**config.mk**
```make
export PLATFORM = sky130hd
export DESIGN_NAME = box_crop_filter_with_rms_top_flat
export DESIGN_NICKNAME = d
export VERILOG_FILES = /design/src/design/bcf_pkg.sv /design/src/design/bcf_point_if.sv /design/src/design/bcf_result_if.sv /design/src/design/bcf_ctrl.sv /design/src/design/bcf_dp.sv /design/src/design/box_crop_filter_with_rms_top.sv /design/src/flat_wrapper.sv
export SDC_FILE = /design/constraint.sdc
export NUM_CORES = 2
export LEC_CHECK = 0
export BUFFER_PORTS_ARGS = -buffer_cell sky130_fd_sc_hd__buf_4
export CAP_MARGIN = 20
export CORE_MARGIN = 1
export CORE_UTILIZATION = 59
export CTS_BUF_LIST = sky130_fd_sc_hd__clkbuf_4 sky130_fd_sc_hd__clkbuf_8
export DETAILED_ROUTE_END_ITERATION = 6
export PLACE_DENSITY = 0.81
export REMOVE_ABC_BUFFERS = 1
export SLEW_MARGIN = 20
export SYNTH_ARGS = -nofsm -noshare
export SYNTH_HDL_FRONTEND = slang
export SYNTH_HIERARCHICAL = 1
export SYNTH_SLANG_ARGS = --single-unit
```
**constraint.sdc**
```tcl
create_clock -name clk -period 7.7 [get_ports clk]
set_input_delay 0.77 -clock clk [delete_from_list [all_inputs] [get_ports clk]]
set_output_delay 0.77 -clock clk [all_outputs]
set_load 0.02 [all_outputs]
```
**src/design/bcf_pkg.sv**
```systemverilog
// ----------------------------------------------------------------------------
// bcf_pkg
// Shared widths, register indexes, state, command and status types for the
// crop box filter with per-axis RMS summary.
// ----------------------------------------------------------------------------
package bcf_pkg;

    localparam int NumAxes          = 3;
    localparam int CoordBits        = 16;
    localparam int HalfBits         = 15;
    localparam int CountBits        = 17;
    localparam int SumBits          = 47;
    localparam int IndexBits        = 16;
    localparam int RmsBits          = 16;
    localparam int MaxPointsDefault = 65536;
    localparam int CountCap         = 65536;

    // serial divide: one quotient bit per cycle; serial root: one root bit per cycle
    localparam int RootBits  = (SumBits + 1) / 2;
    localparam int DivSteps  = SumBits;
    localparam int SqrtSteps = RootBits;
    localparam int StepBits  = $clog2(DivSteps + 1);

    localparam int CfgAddrBits = 4;
    localparam int CfgDataBits = 32;
    localparam int RegIdxBits  = CfgAddrBits - 2;

    localparam logic [RegIdxBits-1:0] RegHalfX = 2'd0;
    localparam logic [RegIdxBits-1:0] RegHalfY = 2'd1;
    localparam logic [RegIdxBits-1:0] RegHalfZ = 2'd2;

    typedef enum logic [0:0] {
        KIND_INDEX   = 1'b0,
        KIND_SUMMARY = 1'b1
    } kind_t;

    typedef enum logic [2:0] {
        ST_IDLE,
        ST_EVAL,
        ST_ACC,
        ST_DIV,
        ST_SQRT,
        ST_SUMMARY
    } state_t;

    typedef struct packed {
        logic capture;
        logic eval;
        logic push_index;
        logic acc;
        logic div_start;
        logic div_step;
        logic sqrt_start;
        logic sqrt_step;
        logic push_summary;
    } cmd_t;

    typedef struct packed {
        logic in_box;
        logic last;
        logic out_free;
        logic div_done;
        logic sqrt_done;
    } status_t;

endpackage

```
**src/design/bcf_point_if.sv**
```systemverilog
// ----------------------------------------------------------------------------
// bcf_point_if
// Point stream channel: valid/ready handshake with three coordinates and an
// end-of-cloud mark.
// ----------------------------------------------------------------------------
interface bcf_point_if;
    import bcf_pkg::*;

    logic                        valid;
    logic                        ready;
    logic signed [CoordBits-1:0] coord_x;
    logic signed [CoordBits-1:0] coord_y;
    logic signed [CoordBits-1:0] coord_z;
    logic                        end_of_cloud;

    modport source (
        output valid, coord_x, coord_y, coord_z, end_of_cloud,
        input  ready
    );

    modport sink (
        input  valid, coord_x, coord_y, coord_z, end_of_cloud,
        output ready
    );

endinterface

```
**src/design/bcf_result_if.sv**
```systemverilog
// ----------------------------------------------------------------------------
// bcf_result_if
// Result channel: valid/ready handshake carrying either an inside point index
// or a cloud summary.
// ----------------------------------------------------------------------------
interface bcf_result_if;
    import bcf_pkg::*;

    logic                 valid;
    logic                 ready;
    logic                 kind;
    logic [IndexBits-1:0] point_index;
    logic [CountBits-1:0] inside_count;
    logic [RmsBits-1:0]   rms_x;
    logic [RmsBits-1:0]   rms_y;
    logic [RmsBits-1:0]   rms_z;
    logic                 final_result;

    modport source (
        output valid, kind, point_index, inside_count, rms_x, rms_y, rms_z,
               final_result,
        input  ready
    );

    modport sink (
        input  valid, kind, point_index, inside_count, rms_x, rms_y, rms_z,
               final_result,
        output ready
    );

endinterface

```
**src/design/bcf_ctrl.sv**
```systemverilog
// ----------------------------------------------------------------------------
// bcf_ctrl
// Sequencer: takes one point, evaluates it, accumulates, and on the last
// point of a cloud runs the serial divide and root before the summary.
// ----------------------------------------------------------------------------
module bcf_ctrl (
    input  logic              clk,
    input  logic              rst_n,
    input  logic              in_valid,
    output logic              in_ready,
    input  bcf_pkg::status_t  status,
    output bcf_pkg::cmd_t     cmd
);
    import bcf_pkg::*;

    state_t state_reg;
    state_t state_next;

    always_ff @(posedge clk or negedge rst_n)
    begin
        if (!rst_n)
        begin
            state_reg <= ST_IDLE;
        end
        else
        begin
            state_reg <= state_next;
        end
    end

    always_comb
    begin
        state_next = state_reg;
        cmd        = '0;
        in_ready   = 1'b0;
        unique case (state_reg)
            ST_IDLE:
            begin
                in_ready = 1'b1;
                if (in_valid)
                begin
                    cmd.capture = 1'b1;
                    state_next  = ST_EVAL;
                end
            end
            ST_EVAL:
            begin
                cmd.eval = 1'b1;
                // hold while an inside point finds the output word occupied
                if (!status.in_box)
                begin
                    state_next = ST_ACC;
                end
                else if (status.out_free)
                begin
                    cmd.push_index = 1'b1;
                    state_next     = ST_ACC;
                end
            end
            ST_ACC:
            begin
                cmd.acc = 1'b1;
                if (status.last)
                begin
                    cmd.div_start = 1'b1;
                    state_next    = ST_DIV;
                end
                else
                begin
                    state_next = ST_IDLE;
                end
            end
            ST_DIV:
            begin
                cmd.div_step = 1'b1;
                if (status.div_done)
                begin
                    cmd.sqrt_start = 1'b1;
                    state_next     = ST_SQRT;
                end
            end
            ST_SQRT:
            begin
                cmd.sqrt_step = 1'b1;
                if (status.sqrt_done)
                begin
                    state_next = ST_SUMMARY;
                end
            end
            ST_SUMMARY:
            begin
                if (status.out_free)
                begin
                    cmd.push_summary = 1'b1;
                    state_next       = ST_IDLE;
                end
            end
            default:
            begin
                state_next = ST_IDLE;
            end
        endcase
    end

endmodule

```
**src/design/bcf_dp.sv**
```systemverilog
// ----------------------------------------------------------------------------
// bcf_dp
// Datapath: box test, squares, saturating sums, position and count, three
// restoring dividers, three digit-by-digit square roots and the output word.
// ----------------------------------------------------------------------------
module bcf_dp #(
    parameter int MAX_POINTS = bcf_pkg::MaxPointsDefault
) (
    input  logic                                  clk,
    input  logic                                  rst_n,
    input  bcf_pkg::cmd_t                         cmd,
    output bcf_pkg::status_t                      status,
    input  logic signed [bcf_pkg::CoordBits-1:0]  coord_x,
    input  logic signed [bcf_pkg::CoordBits-1:0]  coord_y,
    input  logic signed [bcf_pkg::CoordBits-1:0]  coord_z,
    input  logic                                  end_of_cloud,
    input  logic [bcf_pkg::HalfBits-1:0]          half_x,
    input  logic [bcf_pkg::HalfBits-1:0]          half_y,
    input  logic [bcf_pkg::HalfBits-1:0]          half_z,
    bcf_result_if.source                          result
);
    import bcf_pkg::*;

    localparam int PosBits   = $clog2(MAX_POINTS + 1);
    localparam int IndexMax  = (1 << IndexBits) - 1;
    localparam int IdxCapInt = (MAX_POINTS - 1 < IndexMax) ? MAX_POINTS - 1 : IndexMax;
    localparam int SqBits    = 2 * CoordBits;
    localparam int RadBits   = 2 * RootBits;
    localparam int SremBits  = RootBits + 3;

    localparam logic [PosBits-1:0]   PosLimit   = PosBits'(MAX_POINTS);
    localparam logic [PosBits-1:0]   IdxCap     = PosBits'(IdxCapInt);
    localparam logic [CountBits-1:0] CountLimit = CountBits'(CountCap);
    localparam logic [SumBits-1:0]   SumMax     = '1;
    localparam logic [RmsBits-1:0]   RmsMax     = '1;
    localparam logic [StepBits-1:0]  DivLast    = StepBits'(DivSteps - 1);
    localparam logic [StepBits-1:0]  SqrtLast   = StepBits'(SqrtSteps - 1);

    // control state
    logic [PosBits-1:0]   pos_reg;
    logic [CountBits-1:0] count_reg;
    logic [SumBits-1:0]   sum_reg [NumAxes];
    logic [StepBits-1:0]  step_reg;
    logic                 out_valid_reg;

    // payload
    logic signed [CoordBits-1:0] coord_reg [NumAxes];
    logic                        last_reg;
    logic [SqBits-1:0]           sq_reg    [NumAxes];
    logic [CountBits-1:0]        rem_reg   [NumAxes];
    logic [SumBits-1:0]          quo_reg   [NumAxes];
    logic [RadBits-1:0]          rad_reg   [NumAxes];
    logic [RootBits:0]           srem_reg  [NumAxes];
    logic [RootBits-1:0]         root_reg  [NumAxes];

    kind_t                kind_reg;
    logic [IndexBits-1:0] index_reg;
    logic [CountBits-1:0] count_out_reg;
    logic [RmsBits-1:0]   rms_reg [NumAxes];
    logic                 final_reg;

    // combinational
    logic [HalfBits-1:0]  half      [NumAxes];
    logic [CoordBits-1:0] mag       [NumAxes];
    logic [NumAxes-1:0]   axis_in;
    logic                 take;
    logic [SumBits:0]     sum_wide  [NumAxes];
    logic [SumBits-1:0]   sum_next  [NumAxes];
    logic [SumBits-1:0]   sum_upd   [NumAxes];
    logic [CountBits:0]   trial     [NumAxes];
    logic [CountBits-1:0] rem_next  [NumAxes];
    logic [SumBits-1:0]   quo_next  [NumAxes];
    logic [SremBits-1:0]  srem_t    [NumAxes];
    logic [SremBits-1:0]  root_try  [NumAxes];
    logic [RootBits:0]    srem_next [NumAxes];
    logic [RootBits-1:0]  root_next [NumAxes];
    logic [RmsBits-1:0]   rms_val   [NumAxes];
    logic [PosBits-1:0]   idx;

    assign half[0] = half_x;
    assign half[1] = half_y;
    assign half[2] = half_z;

    assign take = (&axis_in) && (count_reg < CountLimit);
    assign idx  = (pos_reg > IdxCap) ? IdxCap : pos_reg;

    always_comb
    begin
        for (int a = 0; a < NumAxes; a++)
        begin
            mag[a] = coord_reg[a][CoordBits-1] ? CoordBits'(-coord_reg[a])
                                               : CoordBits'(coord_reg[a]);
            // strict bound on both sides: |c| < half
            axis_in[a] = (CoordBits + 1)'(mag[a]) < (CoordBits + 1)'(half[a]);

            sum_wide[a] = {1'b0, sum_reg[a]} + (SumBits + 1)'(sq_reg[a]);
            sum_next[a] = sum_wide[a][SumBits] ? SumMax : sum_wide[a][SumBits-1:0];
            sum_upd[a]  = take ? sum_next[a] : sum_reg[a];

            // restoring divide: shift one dividend bit into the remainder
            trial[a] = {rem_reg[a], quo_reg[a][SumBits-1]};
            if (trial[a] >= {1'b0, count_reg})
            begin
                rem_next[a] = CountBits'(trial[a] - {1'b0, count_reg});
                quo_next[a] = {quo_reg[a][SumBits-2:0], 1'b1};
            end
            else
            begin
                rem_next[a] = trial[a][CountBits-1:0];
                quo_next[a] = {quo_reg[a][SumBits-2:0], 1'b0};
            end

            // digit-by-digit root: bring down two radicand bits per step
            srem_t[a]   = {srem_reg[a], rad_reg[a][RadBits-1 -: 2]};
            root_try[a] = {1'b0, root_reg[a], 2'b01};
            if (srem_t[a] >= root_try[a])
            begin
                srem_next[a] = (RootBits + 1)'(srem_t[a] - root_try[a]);
                root_next[a] = {root_reg[a][RootBits-2:0], 1'b1};
            end
            else
            begin
                srem_next[a] = srem_t[a][RootBits:0];
                root_next[a] = {root_reg[a][RootBits-2:0], 1'b0};
            end

            if (count_reg == '0)
            begin
                rms_val[a] = '0;
            end
            else if (|root_reg[a][RootBits-1:RmsBits])
            begin
                rms_val[a] = RmsMax;
            end
            else
            begin
                rms_val[a] = root_reg[a][RmsBits-1:0];
            end
        end
    end

    always_comb
    begin
        status.in_box    = &axis_in;
        status.last      = last_reg;
        status.out_free  = !out_valid_reg || result.ready;
        status.div_done  = (step_reg == DivLast);
        status.sqrt_done = (step_reg == SqrtLast);
    end

    always_ff @(posedge clk or negedge rst_n)
    begin
        if (!rst_n)
        begin
            pos_reg       <= '0;
            count_reg     <= '0;
            step_reg      <= '0;
            out_valid_reg <= 1'b0;
            for (int a = 0; a < NumAxes; a++)
            begin
                sum_reg[a] <= '0;
            end
        end
        else
        begin
            if (cmd.div_start || cmd.sqrt_start)
            begin
                step_reg <= '0;
            end
            else if (cmd.div_step || cmd.sqrt_step)
            begin
                step_reg <= step_reg + 1'b1;
            end

            if (cmd.acc)
            begin
                if (pos_reg < PosLimit)
                begin
                    pos_reg <= pos_reg + 1'b1;
                end
                if (take)
                begin
                    count_reg <= count_reg + 1'b1;
                end
                for (int a = 0; a < NumAxes; a++)
                begin
                    sum_reg[a] <= sum_upd[a];
                end
            end

            // summary starts a new cloud
            if (cmd.push_summary)
            begin
                pos_reg   <= '0;
                count_reg <= '0;
                for (int a = 0; a < NumAxes; a++)
                begin
                    sum_reg[a] <= '0;
                end
            end

            if (cmd.push_index || cmd.push_summary)
            begin
                out_valid_reg <= 1'b1;
            end
            else if (result.ready)
            begin
                out_valid_reg <= 1'b0;
            end
        end
    end

    always_ff @(posedge clk)
    begin
        if (cmd.capture)
        begin
            coord_reg[0] <= coord_x;
            coord_reg[1] <= coord_y;
            coord_reg[2] <= coord_z;
            last_reg     <= end_of_cloud;
        end

        for (int a = 0; a < NumAxes; a++)
        begin
            if (cmd.eval)
            begin
                sq_reg[a] <= SqBits'(mag[a]) * SqBits'(mag[a]);
            end

            if (cmd.div_start)
            begin
                rem_reg[a] <= '0;
                quo_reg[a] <= sum_upd[a];
            end
            else if (cmd.div_step)
            begin
                rem_reg[a] <= rem_next[a];
                quo_reg[a] <= quo_next[a];
            end

            // root starts from the quotient as the last divide step lands
            if (cmd.sqrt_start)
            begin
                rad_reg[a]  <= RadBits'(quo_next[a]);
                srem_reg[a] <= '0;
                root_reg[a] <= '0;
            end
            else if (cmd.sqrt_step)
            begin
                rad_reg[a]  <= rad_reg[a] << 2;
                srem_reg[a] <= srem_next[a];
                root_reg[a] <= root_next[a];
            end
        end

        if (cmd.push_index)
        begin
            kind_reg      <= KIND_INDEX;
            index_reg     <= IndexBits'(idx);
            count_out_reg <= '0;
            final_reg     <= !last_reg;
            for (int a = 0; a < NumAxes; a++)
            begin
                rms_reg[a] <= '0;
            end
        end
        else if (cmd.push_summary)
        begin
            kind_reg      <= KIND_SUMMARY;
            index_reg     <= '0;
            count_out_reg <= count_reg;
            final_reg     <= 1'b1;
            for (int a = 0; a < NumAxes; a++)
            begin
                rms_reg[a] <= rms_val[a];
            end
        end
    end

    assign result.valid        = out_valid_reg;
    assign result.kind         = kind_reg;
    assign result.point_index  = index_reg;
    assign result.inside_count = count_out_reg;
    assign result.rms_x        = rms_reg[0];
    assign result.rms_y        = rms_reg[1];
    assign result.rms_z        = rms_reg[2];
    assign result.final_result = final_reg;

endmodule

```
**src/design/box_crop_filter_with_rms_top.sv**
```systemverilog
// ----------------------------------------------------------------------------
// box_crop_filter_with_rms_top
// Axis-aligned crop box filter: emits the stream position of each inside
// point and, at end of cloud, the inside count and per-axis RMS.
// ----------------------------------------------------------------------------
//
//  channel   dir  handshake            word
//  -------   ---  -------------------  ----------------------------------------
//  point     in   valid/ready          coord_x, coord_y, coord_z, end_of_cloud
//  result    out  valid/ready          kind, point_index, inside_count,
//                                      rms_x, rms_y, rms_z, final_result
//  apb       in   psel/penable/pready  half_x @0x0, half_y @0x4, half_z @0x8
//
//  A point passes through capture, box test and square, and accumulate;
//  the box test holds while an inside point finds the output word occupied.
//  The last point of a cloud goes on to the serial divide (one quotient bit
//  per cycle) and serial square root (one root bit per cycle), then the summary.
//  Reset clears the position, count, sums, half extents and output valid flag.
//  A result word waits in its output register; an inside point or a summary
//  stalls only while the previous word is still not taken.
// ----------------------------------------------------------------------------
module box_crop_filter_with_rms_top #(
    parameter int MAX_POINTS = bcf_pkg::MaxPointsDefault
) (
    input  logic                              clk,
    input  logic                              rst_n,
    bcf_point_if.sink                         point,
    bcf_result_if.source                      result,
    input  logic                              psel,
    input  logic                              penable,
    input  logic                              pwrite,
    input  logic [bcf_pkg::CfgAddrBits-1:0]   paddr,
    input  logic [bcf_pkg::CfgDataBits-1:0]   pwdata,
    output logic [bcf_pkg::CfgDataBits-1:0]   prdata,
    output logic                              pready
);
    import bcf_pkg::*;

    logic [HalfBits-1:0]   half_x_reg;
    logic [HalfBits-1:0]   half_y_reg;
    logic [HalfBits-1:0]   half_z_reg;
    logic                  cfg_write;
    logic [RegIdxBits-1:0] reg_idx;
    cmd_t                  cmd;
    status_t               status;

    assign pready    = 1'b1;
    assign cfg_write = psel && penable && pwrite && pready;
    assign reg_idx   = paddr[CfgAddrBits-1:2];

    always_ff @(posedge clk or negedge rst_n)
    begin
        if (!rst_n)
        begin
            half_x_reg <= '0;
            half_y_reg <= '0;
            half_z_reg <= '0;
        end
        else if (cfg_write)
        begin
            unique case (reg_idx)
                RegHalfX: half_x_reg <= pwdata[HalfBits-1:0];
                RegHalfY: half_y_reg <= pwdata[HalfBits-1:0];
                RegHalfZ: half_z_reg <= pwdata[HalfBits-1:0];
                default:  ;
            endcase
        end
    end

    always_comb
    begin
        unique case (reg_idx)
            RegHalfX: prdata = CfgDataBits'(half_x_reg);
            RegHalfY: prdata = CfgDataBits'(half_y_reg);
            RegHalfZ: prdata = CfgDataBits'(half_z_reg);
            default:  prdata = '0;
        endcase
    end

    bcf_ctrl u_ctrl (
        .clk      (clk),
        .rst_n    (rst_n),
        .in_valid (point.valid),
        .in_ready (point.ready),
        .status   (status),
        .cmd      (cmd)
    );

    bcf_dp #(
        .MAX_POINTS (MAX_POINTS)
    ) u_dp (
        .clk          (clk),
        .rst_n        (rst_n),
        .cmd          (cmd),
        .status       (status),
        .coord_x      (point.coord_x),
        .coord_y      (point.coord_y),
        .coord_z      (point.coord_z),
        .end_of_cloud (point.end_of_cloud),
        .half_x       (half_x_reg),
        .half_y       (half_y_reg),
        .half_z       (half_z_reg),
        .result       (result)
    );

endmodule

```
**src/flat_wrapper.sv**
```systemverilog
// flat-port wrapper written by rule: the top's interface ports become plain ports
module box_crop_filter_with_rms_top_flat import bcf_pkg::*;
#(
    parameter int MAX_POINTS = bcf_pkg::MaxPointsDefault
)
  (clk, rst_n, psel, penable, pwrite, paddr, pwdata, prdata, pready, point_valid, point_coord_x, point_coord_y, point_coord_z, point_end_of_cloud, point_ready, result_valid, result_kind, result_point_index, result_inside_count, result_rms_x, result_rms_y, result_rms_z, result_final_result, result_ready);
  bcf_point_if point_i ();
  bcf_result_if result_i ();
  input  logic clk;
  input  logic rst_n;
  input  logic psel;
  input  logic penable;
  input  logic pwrite;
  input  logic [bcf_pkg::CfgAddrBits-1:0] paddr;
  input  logic [bcf_pkg::CfgDataBits-1:0] pwdata;
  output logic [bcf_pkg::CfgDataBits-1:0] prdata;
  output logic pready;
  input wire logic [$bits(point_i.valid)-1:0] point_valid;
  input wire logic [$bits(point_i.coord_x)-1:0] point_coord_x;
  input wire logic [$bits(point_i.coord_y)-1:0] point_coord_y;
  input wire logic [$bits(point_i.coord_z)-1:0] point_coord_z;
  input wire logic [$bits(point_i.end_of_cloud)-1:0] point_end_of_cloud;
  output wire logic [$bits(point_i.ready)-1:0] point_ready;
  output wire logic [$bits(result_i.valid)-1:0] result_valid;
  output wire logic [$bits(result_i.kind)-1:0] result_kind;
  output wire logic [$bits(result_i.point_index)-1:0] result_point_index;
  output wire logic [$bits(result_i.inside_count)-1:0] result_inside_count;
  output wire logic [$bits(result_i.rms_x)-1:0] result_rms_x;
  output wire logic [$bits(result_i.rms_y)-1:0] result_rms_y;
  output wire logic [$bits(result_i.rms_z)-1:0] result_rms_z;
  output wire logic [$bits(result_i.final_result)-1:0] result_final_result;
  input wire logic [$bits(result_i.ready)-1:0] result_ready;
  assign point_i.valid = point_valid;
  assign point_i.coord_x = point_coord_x;
  assign point_i.coord_y = point_coord_y;
  assign point_i.coord_z = point_coord_z;
  assign point_i.end_of_cloud = point_end_of_cloud;
  assign point_ready = point_i.ready;
  assign result_valid = result_i.valid;
  assign result_kind = result_i.kind;
  assign result_point_index = result_i.point_index;
  assign result_inside_count = result_i.inside_count;
  assign result_rms_x = result_i.rms_x;
  assign result_rms_y = result_i.rms_y;
  assign result_rms_z = result_i.rms_z;
  assign result_final_result = result_i.final_result;
  assign result_i.ready = result_ready;
  box_crop_filter_with_rms_top #(.MAX_POINTS(MAX_POINTS)) u_core (.clk(clk), .rst_n(rst_n), .point(point_i), .result(result_i), .psel(psel), .penable(penable), .pwrite(pwrite), .paddr(paddr), .pwdata(pwdata), .prdata(prdata), .pready(pready));
endmodule
```
==> flow_summary.yaml <==
status:
  status: "complete, but fails checks"
  failed_checks: "DRC, setup timing"
clock_tree:
  tritoncts: "built"
  clkTransAtPathRegs_ps: 60
  cts.sinks: 938
  htreeDepth: 4
  cts-root-buf: "clkbuf_8"
  cts_made_buffers: 159
  clk_latency_ps: 900
  clockBufferDepth: 3
setup_path:
  cp_slowest_cell: "or4_4"
  cpMostUsedCell: "fa_1"
  crit_buf_inv: 5
  r2r_cells: 28
  crit_path_max_incr_delay_ps: 570
  cp.depth: 28
  worstPathArrival_ps: 8460
  crit_path_end_kind: "flop"
  cp-start-kind: "flop"
  crit_fanout: 4
  required_ps: 8420
  cp_top_family: "adder cells"
  path_class: "reg -> reg"
timing:
  setup_tns_ps: -48.5
  slew_headroom_pct: 26.4
  holdWs_ps: 74.5
  post-route-period-util_pct: 100
  slew_violations: 0
  setup_viol: 4
  fin_crit_ps: 7730
  fin_ws_ps: -30.1
  finalClockSkew_ps: 67.4
  rsz0062_at_grt: "true"
  tightest_slew_ps: 1100
  hold_violations: 0
  timing.fmax_ghz: 0.129
logic_synthesis:
  synth_compound_area_share_pct: 13.6
  postSynth.asyncResetShare_pct: 24.5
  syn-cell-area_sq_mm: 0.0731
  ys_ff_latch: 938
  synth-seq-area-share_pct: 36.7
  yosys.area_share.simple_pct: 13.0
  syn_avg_cell_area_sq_um: 9.81
  synth_edf_count: 688
  ys_warn_count: 6
  synth_flop_cell: "edfxtp_1"
  synthMuxAreaShare_pct: 2.75
  synth_xor_area_share_pct: 4.18
  synthCells: 7451
  ys_types: 104
  synthAdderAreaFrac_pct: 23.2
  synth_top_family_by_area: "adder cells"
finish:
  mostFrequentLayoutCells: "866 x inv_1, 822 x nand2_1, 688 x edfxtp_1"
  drive_gt1_share_pct: 14.7
  area_delta_synth_final_pct: 13.9
  final_common_cell: "inv_1"
  fillers: 8996
  largest_reg_flops: 144
  fin_util_pct: 68.0
  nets: 9070
drt:
  wl_um: 185000
  drt.antenna.violating_nets: 0
  num_vias: 57300
  first_iter_violations: 5113
  drtPass1Iterations: 7
  routedWlPerCell_um: 19.2
  viasPerCell: 5.92
  drc: 11
place:
  dpl.hpwl_um: 132000
  gp_congestion: 0.943
  preCtsSetupSlack_ps: -465
  port_buffers: 172
floorplan:
  die_w_um: 354
  io_pins: 210
  rows: 128
  dieHeight_um: 354
  dieArea_sq_mm: 0.125
  start_util_pct: 59.7
  core_area_sq_mm: 0.122
hold_path:
  min_path_type: "in -> reg"
  min_delay_path_depth: 1
job:
  maxCapViolations: 0
global_routing:
  track_usage_pct: 29.1
  overflow: 0
  grt_max_degree: 235
  grt_pass1_wl_um: 294000
  grt_pass1_vias: 57600
  grt_antenna_before_repair: 2
area by class of cell:
cell class / instances / area (sq um) / share of cell area, %
clock buffers: 225 / 2770 / 3.32
clock inverters: 71 / 669 / 0.804
diodes: 1 / 2.50 / 0.00301
flip-flops and latches: 938 / 26800 / 32.2
well taps: 1625 / 2030 / 2.44
inverters: 925 / 3480 / 4.19
multi-input cells: 5338 / 43000 / 51.7
repair buffers: 556 / 4450 / 5.34
through the flow:
step | cells | area, sq um
finish | 9679 | 83200
global route | 9679 | 83200
CTS | 9648 | 82100
detailed placement | 9303 | 77800
global placement | 9302 | 77800
floorplan | 7201 | 72000
per-layer routing:
metal	share of wire, %	vias up	global-route usage [%]
met2	47	2400	47.5
met5	0	-	0
met1	41	27900	38.3
met4	4.4	0	12.6
li1	-	26500	-
met3	7.1	505	4.79
worst paths after layout:
check | from | to | slack (ps)
max in group asynchronous | rst_n | u_core/u_dp/sum_reg[116] | 5980
max | u_core/u_dp/coord_reg[0][22] | u_core/u_dp/sq_reg[0][62] | -30
min reg2reg | u_core/u_dp/rad_reg[2][0] | u_core/u_dp/rad_reg[2][0] | 470
min in group asynchronous | rst_n | u_core/u_dp/sum_reg[10] | 480
min | point_coord_z[9] | u_core/u_dp/coord_reg[0][41] | 70
max reg2reg | u_core/u_dp/coord_reg[0][22] | u_core/u_dp/sq_reg[0][62] | -30
worst reg2reg max path, delay by kind of cell, from the launching register on:
kind            cells  cell delay (ps)
compound gates      8             1440
xor+xnor            2              320
fa+ha+maj           7             2920
buf+inv             5              440
flops               1              390
simple gates        6             2120
repair_timing:
item | in CTS | in global routing
hold endpoints to repair | 84 | 0
cloned | 0 | 0
hold buffers | 24 | 0
resized for setup | 100 | 206
endpoints found under the setup margin | 18 | 34
pin swaps | 81 | 132
setup buffers | 26 | 30
cell families (layout without fill, tap and decap cells):
kind of cell	Yosys count	after routing
and+or+nand+nor	2138	2138
AOI/OAI and AO/OA	1549	1549
buffers and inverters	1222	1777
adders and majority gates	1060	1060
DFF	938	938
xor gates and xnor gates	349	349
muxes	191	191
other	4	52
cell usage after synthesis (31+ instances only):
master | instances | share of area (%)
xnor2_1 | 213 | 2.6
o31ai_1 | 38 | 0.39
clkbuf_1 | 227 | 1.2
nor2_1 | 671 | 3.4
a31oi_1 | 56 | 0.48
o21a_1 | 111 | 1.1
o21bai_1 | 37 | 0.38
o21ai_1 | 70 | 0.48
ha_1 | 566 | 9.7
nand2_1 | 850 | 4.4
nand3_1 | 84 | 0.58
nand2b_1 | 47 | 0.40
dfrtp_1 | 230 | 7.9
fa_1 | 494 | 14
or3_1 | 31 | 0.27
o22ai_1 | 41 | 0.35
inv_1 | 902 | 4.6
nor2b_1 | 49 | 0.42
and3_1 | 53 | 0.45
nor3_1 | 125 | 0.86
a21oi_1 | 420 | 2.9
mux2_2 | 39 | 0.60
and2_1 | 51 | 0.44
mux2i_1 | 142 | 1.9
o21ai_0 | 289 | 2.0
a21o_1 | 161 | 1.7
a211oi_1 | 65 | 0.67
a22o_1 | 43 | 0.52
xor2_1 | 136 | 1.6
nand4_1 | 56 | 0.48
edfxtp_1 | 688 | 28
Power is left out: the tool's default activity adds up to more than one toggle a clock period on the data nets, which glitch-free logic cannot reach.
